==> config.mk <==
export PLATFORM = sky130hd
export DESIGN_NAME = ffa_ctrl
export DESIGN_NICKNAME = d
export VERILOG_FILES = /design/src/ffa_pkg.sv /design/src/ffa_ctrl.sv
export SDC_FILE = /design/constraint.sdc
export NUM_CORES = 1
export LEC_CHECK = 0
export BUFFER_PORTS_ARGS = -buffer_cell sky130_fd_sc_hd__buf_2
export CAP_MARGIN = 10
export CORE_AREA = 3 3 40 42
export DETAILED_ROUTE_END_ITERATION = 8
export DIE_AREA = 0 0 43 45
export GPL_TIMING_DRIVEN = 0
export PLACE_DENSITY = 0.7
export SLEW_MARGIN = 20
export SYNTH_ARGS = -nofsm -noshare
export SYNTH_HDL_FRONTEND = slang
export SYNTH_SLANG_ARGS = --single-unit
==> constraint.sdc <==
create_clock -name clk_i -period 2 [get_ports clk_i]
set_clock_uncertainty 0.2 [all_clocks]
set_input_delay 0.1 -clock clk_i [delete_from_list [all_inputs] [get_ports clk_i]]
set_output_delay 0.1 -clock clk_i [all_outputs]
set_load 0.05 [all_outputs]
==> src/ffa_pkg.sv <==
// Package for the first-fit aligned allocator: payload types, status codes,
// controller commands and the status bundle. No dependencies.
`default_nettype none
package ffa_pkg;
  localparam int unsigned FreeSlots = 16;
  localparam int unsigned IdxW = $clog2(FreeSlots);
  localparam int unsigned CntW = $clog2(FreeSlots + 1);

  localparam logic [1:0] StGranted = 2'd0;
  localparam logic [1:0] StNofit = 2'd1;
  localparam logic [1:0] StFull = 2'd2;

  localparam logic CfgPoolBase = 1'b0;
  localparam logic CfgPoolLength = 1'b1;

  typedef struct packed {
    logic [63:0] req_size;
    logic [5:0]  align_log2;
  } ffa_req_t;

  typedef struct packed {
    logic [63:0] alloc_address;
    logic [1:0]  status;
  } ffa_rsp_t;

  // Datapath commands issued by the controller.
  typedef struct packed {
    logic load_pool;  // reload table from pool registers
    logic take_req;   // latch request
    logic scan_clr;   // scan pointer to zero
    logic scan_inc;   // advance scan pointer
    logic carve;      // write carved/split entry at scan pointer
    logic shift_up;   // move entry sh-1 to sh, decrement sh
    logic shift_dn;   // move entry sh+1 to sh, increment sh
    logic sh_ins;     // shift pointer to count (insert)
    logic sh_del;     // shift pointer to scan (delete)
    logic put_rest;   // write remainder at scan+1, count++
    logic drop_last;  // clear last entry, count--
    logic rsp_grant;  // load response: granted
    logic rsp_nofit;  // load response: no fit
    logic rsp_full;   // load response: table full
    logic rsp_zero;   // load response: zero-size grant
  } ffa_cmd_t;

  // Datapath status seen by the controller.
  typedef struct packed {
    logic size_zero;
    logic scan_end;   // scan pointer is at the last valid entry (or the table is empty)
    logic fits;       // current entry fits
    logic front;      // aligned start equals entry start
    logic rest_zero;  // nothing remains after the block
    logic full;       // table holds all slots
    logic ins_done;   // shift pointer reached scan+1
    logic del_done;   // shift pointer reached count-1
  } ffa_sts_t;
endpackage
`default_nettype wire

==> src/ffa_ctrl.sv <==
// Controller state machine of the allocator: scan, carve, shift, respond.
// Depends on ffa_pkg.
`default_nettype none
module ffa_ctrl import ffa_pkg::*; (
  input  wire logic clk_i,
  input  wire logic rst_ni,
  input  wire logic cfg_we_i,
  input  wire logic in_valid_i,
  output logic      in_stall_o,
  output logic      out_valid_o,
  input  wire logic out_stall_i,
  input  ffa_sts_t  sts_i,
  output ffa_cmd_t  cmd_o
);
  localparam logic [2:0] SIdle = 3'd0;
  localparam logic [2:0] SStart = 3'd1;
  localparam logic [2:0] SScan = 3'd2;
  localparam logic [2:0] SIns = 3'd3;
  localparam logic [2:0] SDel = 3'd4;
  localparam logic [2:0] SOut = 3'd5;

  logic [2:0] state_q, state_d;

  assign in_stall_o = (state_q != SIdle);
  assign out_valid_o = (state_q == SOut);

  always_comb begin
    state_d = state_q;
    cmd_o = '0;
    cmd_o.load_pool = cfg_we_i;
    unique case (state_q)
      SIdle: begin
        if (in_valid_i) begin
          cmd_o.take_req = 1'b1;
          cmd_o.scan_clr = 1'b1;
          state_d = SStart;
        end
      end
      SStart: begin
        if (sts_i.size_zero) begin
          cmd_o.rsp_zero = 1'b1;
          state_d = SOut;
        end else begin
          state_d = SScan;
        end
      end
      SScan: begin
        if (!sts_i.fits) begin
          if (sts_i.scan_end) begin
            cmd_o.rsp_nofit = 1'b1;
            state_d = SOut;
          end else begin
            cmd_o.scan_inc = 1'b1;
          end
        end else if (sts_i.front) begin
          cmd_o.carve = 1'b1;
          cmd_o.rsp_grant = 1'b1;
          if (sts_i.rest_zero) begin
            cmd_o.sh_del = 1'b1;
            state_d = SDel;
          end else begin
            state_d = SOut;
          end
        end else if (sts_i.rest_zero) begin
          cmd_o.carve = 1'b1;
          cmd_o.rsp_grant = 1'b1;
          state_d = SOut;
        end else if (sts_i.full) begin
          cmd_o.rsp_full = 1'b1;
          state_d = SOut;
        end else begin
          cmd_o.sh_ins = 1'b1;
          state_d = SIns;
        end
      end
      SIns: begin
        if (sts_i.ins_done) begin
          cmd_o.put_rest = 1'b1;
          cmd_o.carve = 1'b1;
          cmd_o.rsp_grant = 1'b1;
          state_d = SOut;
        end else begin
          cmd_o.shift_up = 1'b1;
        end
      end
      SDel: begin
        if (sts_i.del_done) begin
          cmd_o.drop_last = 1'b1;
          state_d = SOut;
        end else begin
          cmd_o.shift_dn = 1'b1;
        end
      end
      SOut: begin
        if (!out_stall_i) state_d = SIdle;
      end
      default: state_d = SIdle;
    endcase
  end

  always_ff @(posedge clk_i or negedge rst_ni) begin
    if (!rst_ni) state_q <= SIdle;
    else state_q <= state_d;
  end
endmodule
`default_nettype wire

# Yosys cells after proc, flatten, opt, wreduce, memory -nomap -nowiden
# Cells that the tools add are included.
# W data, S select, Z words.
# classes
n_eq_ne	10
n_mux	44
reduce_logical	3
# ops
cell	count
$mux W3	10
$mux W1	27
$pmux W3 S6	1
$mux W2	5
$ne A2 B2 Y1 const B	4
$eq A3 B2 Y1 const B	2
$eq A3 B3 Y1 const B	2
$reduce_and A5 Y1	1
$eq A3 B1 Y1 const B	1
$logic_not A3 Y1	1
$ne A3 B3 Y1 const B	1
$reduce_bool A3 Y1	1
$pmux W1 S2	1
# word_totals
ff_bits	3
out_inout_bits	17
elab_cells	58

# Longest topological paths before layout
# depth
ltp_word	5
mapped_depth	5
ltp_nobuf	4

# Least setup slack after synthesis
# No wires, ideal clock.
# synth_timing
kind	register to output
from	reg state_q[1]
to	out cmd_o[13] (netlist name)
t_arrival_ps	2261
required_ps	1700
setup_slack_ps	-561
stages_incl_launch_ff	5
cell_sequence	dfrtp_1 > clkbuf_1 > or3_2 > nor2_1 > buf_4
# synth_rtl
item	line	source
start: declaration	ffa_ctrl.sv:22	logic [2:0] state_q, state_d;
start signal: assignment	ffa_ctrl.sv:102	if (!rst_ni) state_q <= SIdle;
start signal: assignment	ffa_ctrl.sv:103	else state_q <= state_d;
end: declaration	ffa_ctrl.sv:13	output ffa_cmd_t cmd_o

==> impl_summary.md <==
Outcome
The run finished with clean final reports.

Clocking
The TritonCTS clock tree is done. Counting along the longest clock path gives a buffer depth of 2. CTS built an H-tree with a depth of 1. The clock net in this run drives a total of 3 sinks. The clock-pin transition on the worst setup and hold timing paths is 0.03 ns. Counting the buffers created by CTS gives 3. The cell at the root of the clock tree is clkbuf_4.

The clock insertion delay at the later pin of the skew report is 0.23 ns. The post-CTS setup buffer count is 0.

Layout
The number of filler instances in the final layout is 133. The largest registers in the layout are state_q x3. The final core area utilization is 48.5%.

The final non-filler cell total is 103. The register with the most flip-flops is state_q. The number of nets in the layout is 102. The area growth from synthesis to final layout is 60.6%. Cells with a size suffix above 1 make up 53.4% of the layout. 0 antenna diodes ended up in the layout. The number of flip-flops in the largest register is 3.

Once layout is done, the placed cells without fillers occupy 623 um^2.

Global routing
The first-pass GRT wire length is 1790 um. Entering global routing, the biggest net connects 17 pins. Global routing used 12.2% of the available tracks. The overflow left after global routing is 0. The via count of the first global-routing pass came to 432. The initial antenna violation count was 0.

Yosys
The number of flops mapped to enable cells by yosys is 0. dfrtp_1 takes more of the synthesized area than any other cell. The number of register bits inferred by synthesis is 3. In the synthesized netlist, the number of instances is 55. Yosys instantiated no cell more often than nor2_1. The share of async-settable or async-resettable flops after synthesis is 100%. The number of library cell types mapped by synthesis is 28. The share of the yosys chip area belonging to registers is 19.4%. The post-synthesis net count is 68. Counting instances in the post-synthesis netlist gives the leading cell types as nor2_1 (11), inv_1 (5). The fraction of post-synthesis cell area in the top cell type by area is 19.4%. After synthesis the cells add up to 388 um^2. The predominant post-synthesis flop cell is dfrtp_1. After synthesis, the cell types taking the most area are dfrtp_1 (19%), nor2_1 (11%), buf_4 (5.8%). The synthesized area divided by synthesized cell count is 7.05 um^2. The number of warning messages in the yosys log is 0.

Placement
The routability-driven placement congestion ratio is 0.756. Once detailed placement completed, the half-perimeter wirelength came to 825 um. The cell count after placement is 97. The number of buffer cells added on primary ports is 27. Once placement finished, the instance area stood at 564 um^2.

Route
The count of TritonRoute iterations in the first routing pass is 4. The detailed-route DRC error count is 0. Summing over every cut layer, the via total after detailed routing is 480.

Dividing the detail-routed via count by the number of cells gives 4.66. For this block, the initial DRC count from the detailed router was 8. The routed design has 1010 um of wire.

The remaining antenna violation count after routing is 0. The detailed-route wire length per cell is 9.83 um.

Power and ir drop
The peak supply drop is 0.000609 V. The analysis attributes to cell leakage a power of 0.335 nW. Dividing total power by cell area gives a power density of 1390 mW/mm^2.

Timing
The final hold violation count came to 0. The measured slew at the worst slew-check pin is 0.261 ns. Setup violations remaining at the end of the flow were counted as 0. The maximum operating frequency is 0.522 GHz.

The share of the clock period used by the worst path is 95.8%. The worst relative slew slack is 82.6%. The setup TNS is 0 ns.

Setup repair after global routing left no endpoint under its margin. The worst path in the final design needs a cycle of 1.92 ns, including I/O delays and setup. The count of final max-slew check failures came to 0.

Worst setup path
Setup slack on the worst reg-to-reg path comes out at 0.41 ns. At the worst endpoint, the required time is 1.70 ns. The worst-path maximum fanout is 10.

The data arrival at the endpoint of the critical path is 1.62 ns. The startpoint-to-endpoint class of the critical path is flop to output pin. The cell with the biggest individual delay on the critical path is or3_2.

The worst setup path is launched from a flop. The delay of the slowest cell on the worst path is 0.49 ns. The signal on the critical path passes through buf_6, or3_2, nor2_4, buf_4, clkbuf_4.

The capturing element type of the critical path is an output pin.

Die
The core footprint is 0.00128 mm^2. The horizontal die dimension is 43 um. The number of top-level design ports is 30. The floorplan has 13 rows. The effective utilization at floorplan is 30.2%. The floorplan step defined a die boundary enclosing 0.00194 mm^2. From bottom edge to top edge, the die measures 45 um.

Flow run
The max capacitance violation total is 0.

Min path
The classification of the worst-slack hold path is input port to flop.
-- power by group --
| part | internal (W) | switching (W) |
|---|---|---|
| Sequential | 0.0000914 | 0.0000399 |
| Combinational | 0.000213 | 0.000420 |
| Clock | 0.0000746 | 0.0000296 |
-- path summary, 6_finish.rpt --
kind | start | to | depth (start not counted)
max reg2reg | state_q[0] | state_q[0] | 5
max | state_q[0] | cmd_o[13] | 5
min reg2reg | state_q[0] | state_q[0] | 3
max in group asynchronous | rst_ni | state_q[2] | 3
min | sts_i[7] | state_q[1] | 3
min in group asynchronous | rst_ni | state_q[0] | 2
-- through the flow --
step | worst slack [ns] | power [W] | hold WS (ns)
floorplan | -0.0982 | 0.000637 | -0.396
finish | 0.0842 | 0.000868 | 0.00280
global route | 0.00935 | 0.000940 | 0.0161
detailed placement | 0.103 | 0.000760 | -0.305
CTS | 0.0397 | 0.000866 | 0.000372
global placement | 0.120 | 0.000753 | -0.307
-- metal layers --
| metal | part of all wire, % | vias to the layer above | global-route usage, % |
|---|---|---|---|
| met2 | 46 | 20 | 19.5 |
| met3 | 10 | 0 | 3.19 |
| met5 | 0 | - | 0 |
| met4 | 0 | 0 | 5.42 |
| met1 | 43 | 201 | 15.5 |
| li1 | - | 259 | - |
-- critical path, delay by kind of cell (launching register included) --
kind	cells	cell delay (ns)
flip-flops	1	0.36
buffers and inverters	3	0.45
AND/OR/NAND/NOR	2	0.59
-- final cells by class --
| cell class | count | area [um^2] | area share, % |
|---|---|---|---|
| plain buffers | 5 | 38.8 | 6.22 |
| clock buffers | 4 | 26.3 | 4.22 |
| inverters | 5 | 18.8 | 3.01 |
| multi-input cells | 41 | 277 | 44.4 |
| flip-flops and latches | 3 | 76.3 | 12.2 |
| well taps | 15 | 18.8 | 3.01 |
| repair buffers | 30 | 168 | 26.9 |
-- repair_timing --
item / in CTS / in global routing
resized for setup: 1 / 2
hold buffers: 3 / 0
endpoints found under the hold margin: 4 / 0
setup endpoints to repair: 2 / 2
-- cell families after synthesis --
group / Yosys count / synth area share (%)
buffers and inverters: 11 / 15.8
DFF: 3 / 19.4
and+or+nand+nor: 31 / 46.1
AOI/OAI and AO/OA: 9 / 16.1
muxes: 1 / 2.58
-- placed cells by master (no fill, tap or decap), types with 2 or more instances in the layout --
| cell | n |
|---|---|
| buf_2 | 26 |
| buf_4 | 3 |
| clkbuf_4 | 4 |
| dfrtp_1 | 2 |
| dlygate4sd3_1 | 3 |
| inv_1 | 5 |
| nand2_1 | 3 |
| nand3_1 | 2 |
| nand4_1 | 2 |
| nor2_1 | 9 |
| nor3b_2 | 2 |
| o21ai_0 | 3 |
No activity file was read; power rests on OpenSTA's default activity.
